File: src/rtl/cji_pkg.sv
package cji_pkg;

  localparam int PW    = 32;            // position / velocity width
  localparam int TW    = 24;            // time width
  localparam int FW    = 26;            // multiplier factor width
  localparam int NCH   = 4;             // product chains
  localparam int NSTEP = 4;             // factors per chain
  localparam int LW    = 32;            // multiplier lane width
  localparam int AW    = 136;           // chain accumulator width
  localparam int NL    = (AW + LW - 1) / LW;
  localparam int PPW   = LW + FW;       // partial product width
  localparam int NW    = 131;           // signed numerator width
  localparam int XW    = 132;           // dividend width
  localparam int QW    = 33;            // quotient bits kept
  localparam int D3W   = 72;            // D^3 width
  localparam int DEN_SHIFT = 20;

  localparam int CH_TARGET    = 0;      // |p1w - p0| * u * u * (3D - 2u) * 2^20
  localparam int CH_START_VEL = 1;      // |v0| * u * (D - u)^2 * D
  localparam int CH_END_VEL   = 2;      // |v1| * u^2 * (D - u) * D
  localparam int CH_CUBE      = 3;      // D^3

  localparam logic signed [PW-1:0] WRAP_LIMIT     = 32'sd100143639;
  localparam logic signed [PW-1:0] NEG_WRAP_LIMIT = -32'sd100143639;
  localparam logic signed [PW-1:0] WRAP_STEP      = 32'sd105414357;
  localparam logic signed [PW-1:0] POS_MAX        = 32'sh7FFFFFFF;
  localparam logic signed [PW-1:0] POS_MIN        = 32'sh80000000;
  localparam logic [TW-1:0]        MAX_DURATION_RESET = 24'd3670016;
  localparam logic [FW-1:0]        FAC_ONE  = 26'd1;
  localparam logic [FW-1:0]        FAC_FRAC = 26'h0100000;

  typedef struct packed {
    logic signed [PW-1:0] start_position;
    logic signed [PW-1:0] start_velocity;
    logic signed [PW-1:0] end_position;
    logic signed [PW-1:0] end_velocity;
    logic [TW-1:0]        elapsed_time;
    logic [TW-1:0]        move_duration;
  } in_item_t;

  typedef struct packed {
    logic signed [PW-1:0] p0;
    logic signed [PW-1:0] p1w;
    logic                 active;
    logic [NCH-2:0]       neg_term;
  } side_t;

  typedef struct packed {
    side_t                                side;
    logic [NCH-1:0][AW-1:0]               acc;
    logic [NCH-1:0][NSTEP-1:0][FW-1:0]    fac;
  } mst_t;

  typedef struct packed {
    side_t                                side;
    logic [NCH-1:0][NL-1:0][PPW-1:0]      pp;
    logic [NCH-1:0][NSTEP-1:0][FW-1:0]    fac;
  } pst_t;

  typedef struct packed {
    side_t                side;
    logic signed [NW-1:0] n;
    logic [D3W-1:0]       d3;
  } sum_t;

  typedef struct packed {
    side_t          side;
    logic           neg;
    logic           big;
    logic [XW-1:0]  rem;
    logic [D3W-1:0] d3;
    logic [QW-1:0]  quo;
  } dst_t;

endpackage

File: src/rtl/cji_front.sv
module cji_front (
  input  logic                   clk,
  input  logic                   rst,
  input  logic [cji_pkg::TW-1:0] max_duration,
  input  logic                   in_valid,
  output logic                   in_ready,
  input  cji_pkg::in_item_t      in_item,
  output logic                   out_valid,
  input  logic                   out_ready,
  output cji_pkg::mst_t          out_item
);
  import cji_pkg::*;

  logic signed [PW-1:0] p1w;
  logic [TW-1:0]        dur;
  logic [TW-1:0]        span;
  logic [FW-1:0]        blend;
  logic signed [PW:0]   diff;
  logic [PW:0]          diff_neg;
  logic [PW-1:0]        dmag;
  logic [PW-1:0]        v0mag;
  logic [PW-1:0]        v1mag;
  logic [FW-1:0]        fu;
  logic [FW-1:0]        fd;
  logic [FW-1:0]        fe;
  mst_t                 item_next;

  always_comb begin
    // one-turn wrap of the target
    if (in_item.end_position > WRAP_LIMIT) begin
      p1w = in_item.end_position - WRAP_STEP;
    end else if (in_item.end_position < NEG_WRAP_LIMIT) begin
      p1w = in_item.end_position + WRAP_STEP;
    end else begin
      p1w = in_item.end_position;
    end
    dur   = (in_item.move_duration > max_duration) ? max_duration : in_item.move_duration;
    span  = dur - in_item.elapsed_time;
    blend = {2'b00, dur} + {1'b0, dur, 1'b0} - {1'b0, in_item.elapsed_time, 1'b0};
    diff  = {p1w[PW-1], p1w} - {in_item.start_position[PW-1], in_item.start_position};
    diff_neg = -diff;
    dmag  = diff[PW] ? diff_neg[PW-1:0] : diff[PW-1:0];
    v0mag = in_item.start_velocity[PW-1] ? PW'(-in_item.start_velocity)
                                         : PW'(in_item.start_velocity);
    v1mag = in_item.end_velocity[PW-1] ? PW'(-in_item.end_velocity)
                                       : PW'(in_item.end_velocity);
    fu = FW'(in_item.elapsed_time);
    fd = FW'(dur);
    fe = FW'(span);

    item_next.side.p0     = in_item.start_position;
    item_next.side.p1w    = p1w;
    item_next.side.active = in_item.elapsed_time < dur;
    item_next.side.neg_term[CH_TARGET]    = diff[PW];
    item_next.side.neg_term[CH_START_VEL] = in_item.start_velocity[PW-1];
    item_next.side.neg_term[CH_END_VEL]   = !in_item.end_velocity[PW-1] &&
                                            (in_item.end_velocity != '0);

    item_next.acc[CH_TARGET]    = AW'(dmag);
    item_next.acc[CH_START_VEL] = AW'(v0mag);
    item_next.acc[CH_END_VEL]   = AW'(v1mag);
    item_next.acc[CH_CUBE]      = AW'(dur);

    item_next.fac[CH_TARGET][0] = fu;
    item_next.fac[CH_TARGET][1] = fu;
    item_next.fac[CH_TARGET][2] = blend;
    item_next.fac[CH_TARGET][3] = FAC_FRAC;
    item_next.fac[CH_START_VEL][0] = fu;
    item_next.fac[CH_START_VEL][1] = fe;
    item_next.fac[CH_START_VEL][2] = fe;
    item_next.fac[CH_START_VEL][3] = fd;
    item_next.fac[CH_END_VEL][0] = fu;
    item_next.fac[CH_END_VEL][1] = fu;
    item_next.fac[CH_END_VEL][2] = fe;
    item_next.fac[CH_END_VEL][3] = fd;
    item_next.fac[CH_CUBE][0] = fd;
    item_next.fac[CH_CUBE][1] = fd;
    item_next.fac[CH_CUBE][2] = FAC_ONE;
    item_next.fac[CH_CUBE][3] = FAC_ONE;
  end

  assign in_ready = !out_valid || out_ready;

  always_ff @(posedge clk) begin
    if (rst) begin
      out_valid <= 1'b0;
    end else if (in_ready) begin
      out_valid <= in_valid;
    end
  end

  always_ff @(posedge clk) begin
    if (in_ready) begin
      out_item <= item_next;
    end
  end
endmodule

File: config.mk
export PLATFORM = sky130hd
export DESIGN_NAME = cji_front
export DESIGN_NICKNAME = d
export VERILOG_FILES = /design/src/rtl/cji_pkg.sv /design/src/rtl/cji_front.sv
export SDC_FILE = /design/constraint.sdc
export NUM_CORES = 1
export LEC_CHECK = 0
export BUFFER_PORTS_ARGS = -buffer_cell sky130_fd_sc_hd__buf_2
export CAP_MARGIN = 40
export CORE_AREA = 3 3 482 484
export CTS_CLUSTER_DIAMETER = 120
export DETAILED_ROUTE_END_ITERATION = 16
export DIE_AREA = 0 0 485 487
export PLACE_DENSITY_LB_ADDON = 0.3
export SLEW_MARGIN = 20
export SYNTH_ARGS = -nofsm -noshare
export SYNTH_HDL_FRONTEND = slang
export SYNTH_SLANG_ARGS = --single-unit
File: constraint.sdc
create_clock -name clk -period 15.4 [get_ports clk]
set_input_delay 2.31 -clock clk [delete_from_list [all_inputs] [get_ports clk]]
set_output_delay 2.31 -clock clk [all_outputs]
set_load 0.01 [all_outputs]
After elaboration in Yosys (flattened, before gate mapping) --
Index checks and enable logic that the tools add are counted.
Storage, ports and cells: word-level logic and storage cells 38, bits in read-only memories 0, memories 0, memory bits (writable) 0, flip-flop bits (word level) 263, bits in latches 0, input port bits 204
Operators by class: shifts and indexed selects 0, div/mod/pow operators 0, reductions and logical operators 5, multiplexer cells 6, add/subtract/negate cells 9, equality and inequality tests 0, magnitude comparators 4, $mul 0, bitwise gates (word level) 0
Operators with widths (number):
- $mux W32 | 3
- $neg A32 Y32 | 3
- $mux W31 | 2
- $sub A32 B32 Y33 | 1
- $add A32 B28 Y32 const B | 1
- $gt A32 B28 Y1 const B | 1
- $lt A32 B28 Y1 const B | 1
- $reduce_bool A32 Y1 | 1
- $sub A32 B28 Y32 const B | 1
- $add A24 B25 Y26 | 1
- $sub A26 B25 Y26 | 1
- $gt A24 B24 Y1 | 1
- $lt A24 B24 Y1 | 1
- $mux W24 | 1
- $sub A24 B24 Y24 | 1
- $logic_not A1 Y1 | 2
- $logic_and A1 B1 Y1 | 1
- $logic_or A1 B1 Y1 | 1

Depth between registers and ports, before layout --
word-level depth 6, mapped depth 28, depth with buffers taken out 25

Worst setup path before layout --
OpenSTA, ideal clock, no wires.
kind input port to output port, start point input port out_ready, end point output port in_ready, arrival 8642 ps, stages on the path 1, buffers on the path 0, slack 4448 ps, cell sequence nand2b_1
On the way: longest elaborated chain between the ends 1
RTL lines:
- from (decl) | RTL line cji_front.sv:9 | input logic out_ready,
- $logic_or A1 B1 Y1 | RTL line cji_front.sv:82 | assign in_ready = !out_valid || out_ready;
- to (decl) | RTL line cji_front.sv:6 | output logic in_ready,
No other way between the ends.

Worst setup path after layout --
start point input port max_duration[17] (netlist bit), end point register out_item[77] (netlist bit), data pin
On the way: longest elaborated chain between the ends 4
RTL lines:
- from (decl) | RTL line cji_front.sv:4 | input logic [cji_pkg::TW-1:0] max_duration,
- $gt A24 B24 Y1 | RTL line cji_front.sv:37 | dur = (in_item.move_duration > max_duration) ? max_duration : in_item.move_duration;
- $mux W24 | RTL line cji_front.sv:37
- named net dur[6] | RTL line cji_front.sv:15 | logic [TW-1:0] dur;
- $add A24 B25 Y26 | RTL line cji_front.sv:39 | blend = {2'b00, dur} + {1'b0, dur, 1'b0} - {1'b0, in_item.elapsed_time, 1'b0};
- $sub A26 B25 Y26 | RTL line cji_front.sv:39
- named net blend[25] | RTL line cji_front.sv:17 | logic [FW-1:0] blend;
- to (signal assigned) | RTL line cji_front.sv:94 | out_item <= item_next;
- to (decl) | RTL line cji_front.sv:10 | output cji_pkg::mst_t out_item
The timed path passes the listed nets, and every way through them passes these cells. A chain may end at the register's enable or synchronous reset.

==> flow_summary.ini <==
[status]
outcome = finished clean

[sta]
min_period_ns = 8.18
finalCritPeriodShare_pct = 53.1
slew_headroom_pct = 44.2
tightest_slew_ns = 0.829
final_max_slew_viol_count = 0
timing.final.ws_setup_ns = 7.22
finClkSkew_ns = 0.0252
fin_hold_ws_ns = 1.01
max_freq_mhz = 122
fin_setup_tns_ns = 0
hold_violations = 0
setup_viol = 0
rsz0062_at_grt = false

[floorplan]
core_area_mm2 = 0.228
fp.dieArea_mm2 = 0.236
initial_core_util_pct = 10.3
pin_count = 1234
dieWidth_um = 485
die_height_um = 487
num_rows = 175

[clock_tree]
cts.clk_slew.worst_paths_ns = 0.06
post_cts_buffers = 0
cts_root_buf = clkbuf_16
cts-htree-levels = 2
cts_tree = yes
cts_resized = 0
postCtsHoldBufs = 0
cts_made_buffers = 41
clk_latency_ns = 0.63
clkSinkCount = 262
clock_path_buffers = 3

[global_route]
gr-total-overflow = 0
track_usage_pct = 9.00
grt_max_degree = 62
grt_pass1_wl_um = 146000
antenna_found_initial = 34
grt_pass1_vias = 16800

[logic_synthesis]
synth_edf_count = 261
syn_avg_cell_area_um2 = 9.46
async_reset_ff_share_pct = 0
yosys_most_used_dff = edfxtp_1
synthCells = 2491
yosys_warnings = 0
yosysUniqueCellTypes = 87
synth.cell_area_mm2 = 0.0236
ys_ff_latch = 262
seq_area_frac_synth_pct = 33.3

[place]
postPlaceCellArea_mm2 = 0.0270
dp.final_hpwl_um = 97900
port_buffers = 707
pre_cts_slack_ns = 6.56
gp_congestion = 0.845
placed_cells = 5917

[final_layout]
instances_no_fill = 6006
fill_cells = 26100
final_common_cell = buf_2
most-common-layout-cells = buf_2 (712), conb_1 (526), edfxtp_1 (261), inv_1 (151), xnor2_1 (138)
final_nets = 3292
final_util_pct = 12.5
stdcell_area_mm2 = 0.0284
syn2layout_area_growth_pct = 20.4
drive_gt1_share_pct = 28.1

[route]
vias = 18200
antenna_left = 0
drtPass1Iterations = 6
vias_per_cell = 3.03
drc_errors = 0
avgRoutedWirePerCell_um = 18.8
drt-total-wl_um = 113000
first_iter_violations = 903

[critical_path]
crit_path_end_kind = register
crit_type = in2reg
crit_path_start_kind = input port
critPathRequiredTime_ns = 15.76
critPathArrivalTime_ns = 8.55
reg2reg_slack_ns = 12.14
path_max_fanout = 53

[worst_hold_path]
hp-class = reg2reg

[power]
ir_drop_v = 0.0000664
total_power_mw = 3.58
powerDensity_mw_per_mm2 = 126
power_leakage_nw = 12.2

[flow_run]
maxCapViolations = 0
final timing paths:
path | cells after the start | from | end
setup / recovery | 25 | max_duration[17] | out_item[77]
hold / removal | 1 | out_valid | out_item[341]
setup reg to reg | 4 | out_valid | out_item[698]
hold reg to reg | 1 | out_valid | out_item[341]
power by group:
group	total, mW	switching [mW]	leakage (nW)	internal, mW
Combinational	1.51	0.997	8.82	0.514
Clock	0.956	0.407	0.644	0.548
Sequential	1.12	0.118	2.71	0.999
Total	3.58	1.52	12.2	2.06
layer usage:
metal  wire (µm)  share of wire, %  up-vias  global-route usage (%)
li1            -                 -     8370                       -
met1       40400                36     8665                    9.24
met2       61000                54      999                    17.6
met3        7700               6.8      139                    2.10
met4        3940               3.5       14                    3.22
met5          94             0.083        -                       0
worst max-delay path, stage by stage:
cell and delay (ns):
buf_2 0.10, inv_1 0.05, ha_1 0.32, a21o_1 0.17
a21o_1 0.17, a21o_1 0.17, a21o_1 0.18, a21o_1 0.17
a21o_1 0.22, a21oi_4 0.49, buf_4 0.58, o311a_1 0.23
nand3_1 0.24, fa_1 0.55, ha_1 0.29, nor4_1 0.28
o211ai_1 0.16, a31oi_1 0.28, o21ai_1 0.08, and2_1 0.20
o41ai_2 0.43, o211ai_1 0.17, a31oi_1 0.27, o21ai_0 0.21
xnor2_1 0.18
state kept, by name, indices dropped and copies added, names as in the netlist:
name       count
out_valid      1
out_item     261
cell families after synthesis:
kind of cell    count (synthesis)  synth area share [%]
buf+inv                       987                  28.1
simple gates                  494                  10.9
compound gates                428                  12.8
flops                         262                  33.3
xor+xnor                      180                  6.72
fa+ha+maj                     135                  7.99
mux                             3                 0.127
other cells                     2                0.0319
cell type report:
cell class | count | area [µm²] | area share [%]
clock inverters | 29 | 312 | 1.10
repair buffers | 730 | 3730 | 13.1
flip-flops and latches | 262 | 7860 | 27.7
well taps | 3009 | 3760 | 13.3
clock buffers | 45 | 1040 | 3.67
multi-input cells | 1766 | 11100 | 39.0
inverters | 152 | 576 | 2.03
diodes | 13 | 32.5 | 0.115
synthesized netlist by cell type (10+ instances only):
library cell  instances  share of area, %
edfxtp_1            261                33
clkbuf_1             58              0.92
o21bai_1             19              0.61
nand4_1              42               1.1
xnor2_1             138               5.1
inv_1               151               2.4
fa_1                 26               2.2
ha_1                109               5.8
or2_2                10              0.27
o311a_1              24               1.0
xor2_1               41               1.5
or4_1                11              0.35
a21oi_1              82               1.7
buf_4               767                24
a31oi_1              13              0.35
and3_1               27              0.72
o21a_1               27              0.86
nand2_1             116               1.8
o2111ai_1            27               1.0
or3_1                16              0.42
nor4_1               16              0.42
nor3_1               30              0.64
nand3_1              72               1.5
o22ai_1              11              0.29
nand2b_1             20              0.53
o31ai_1              19              0.61
o21ai_0              83               1.8
nor2_1               92               1.5
o21ai_1              13              0.28
a21o_1               30              0.96
o211ai_1             10              0.32
(Power assumes the default switching activity.)
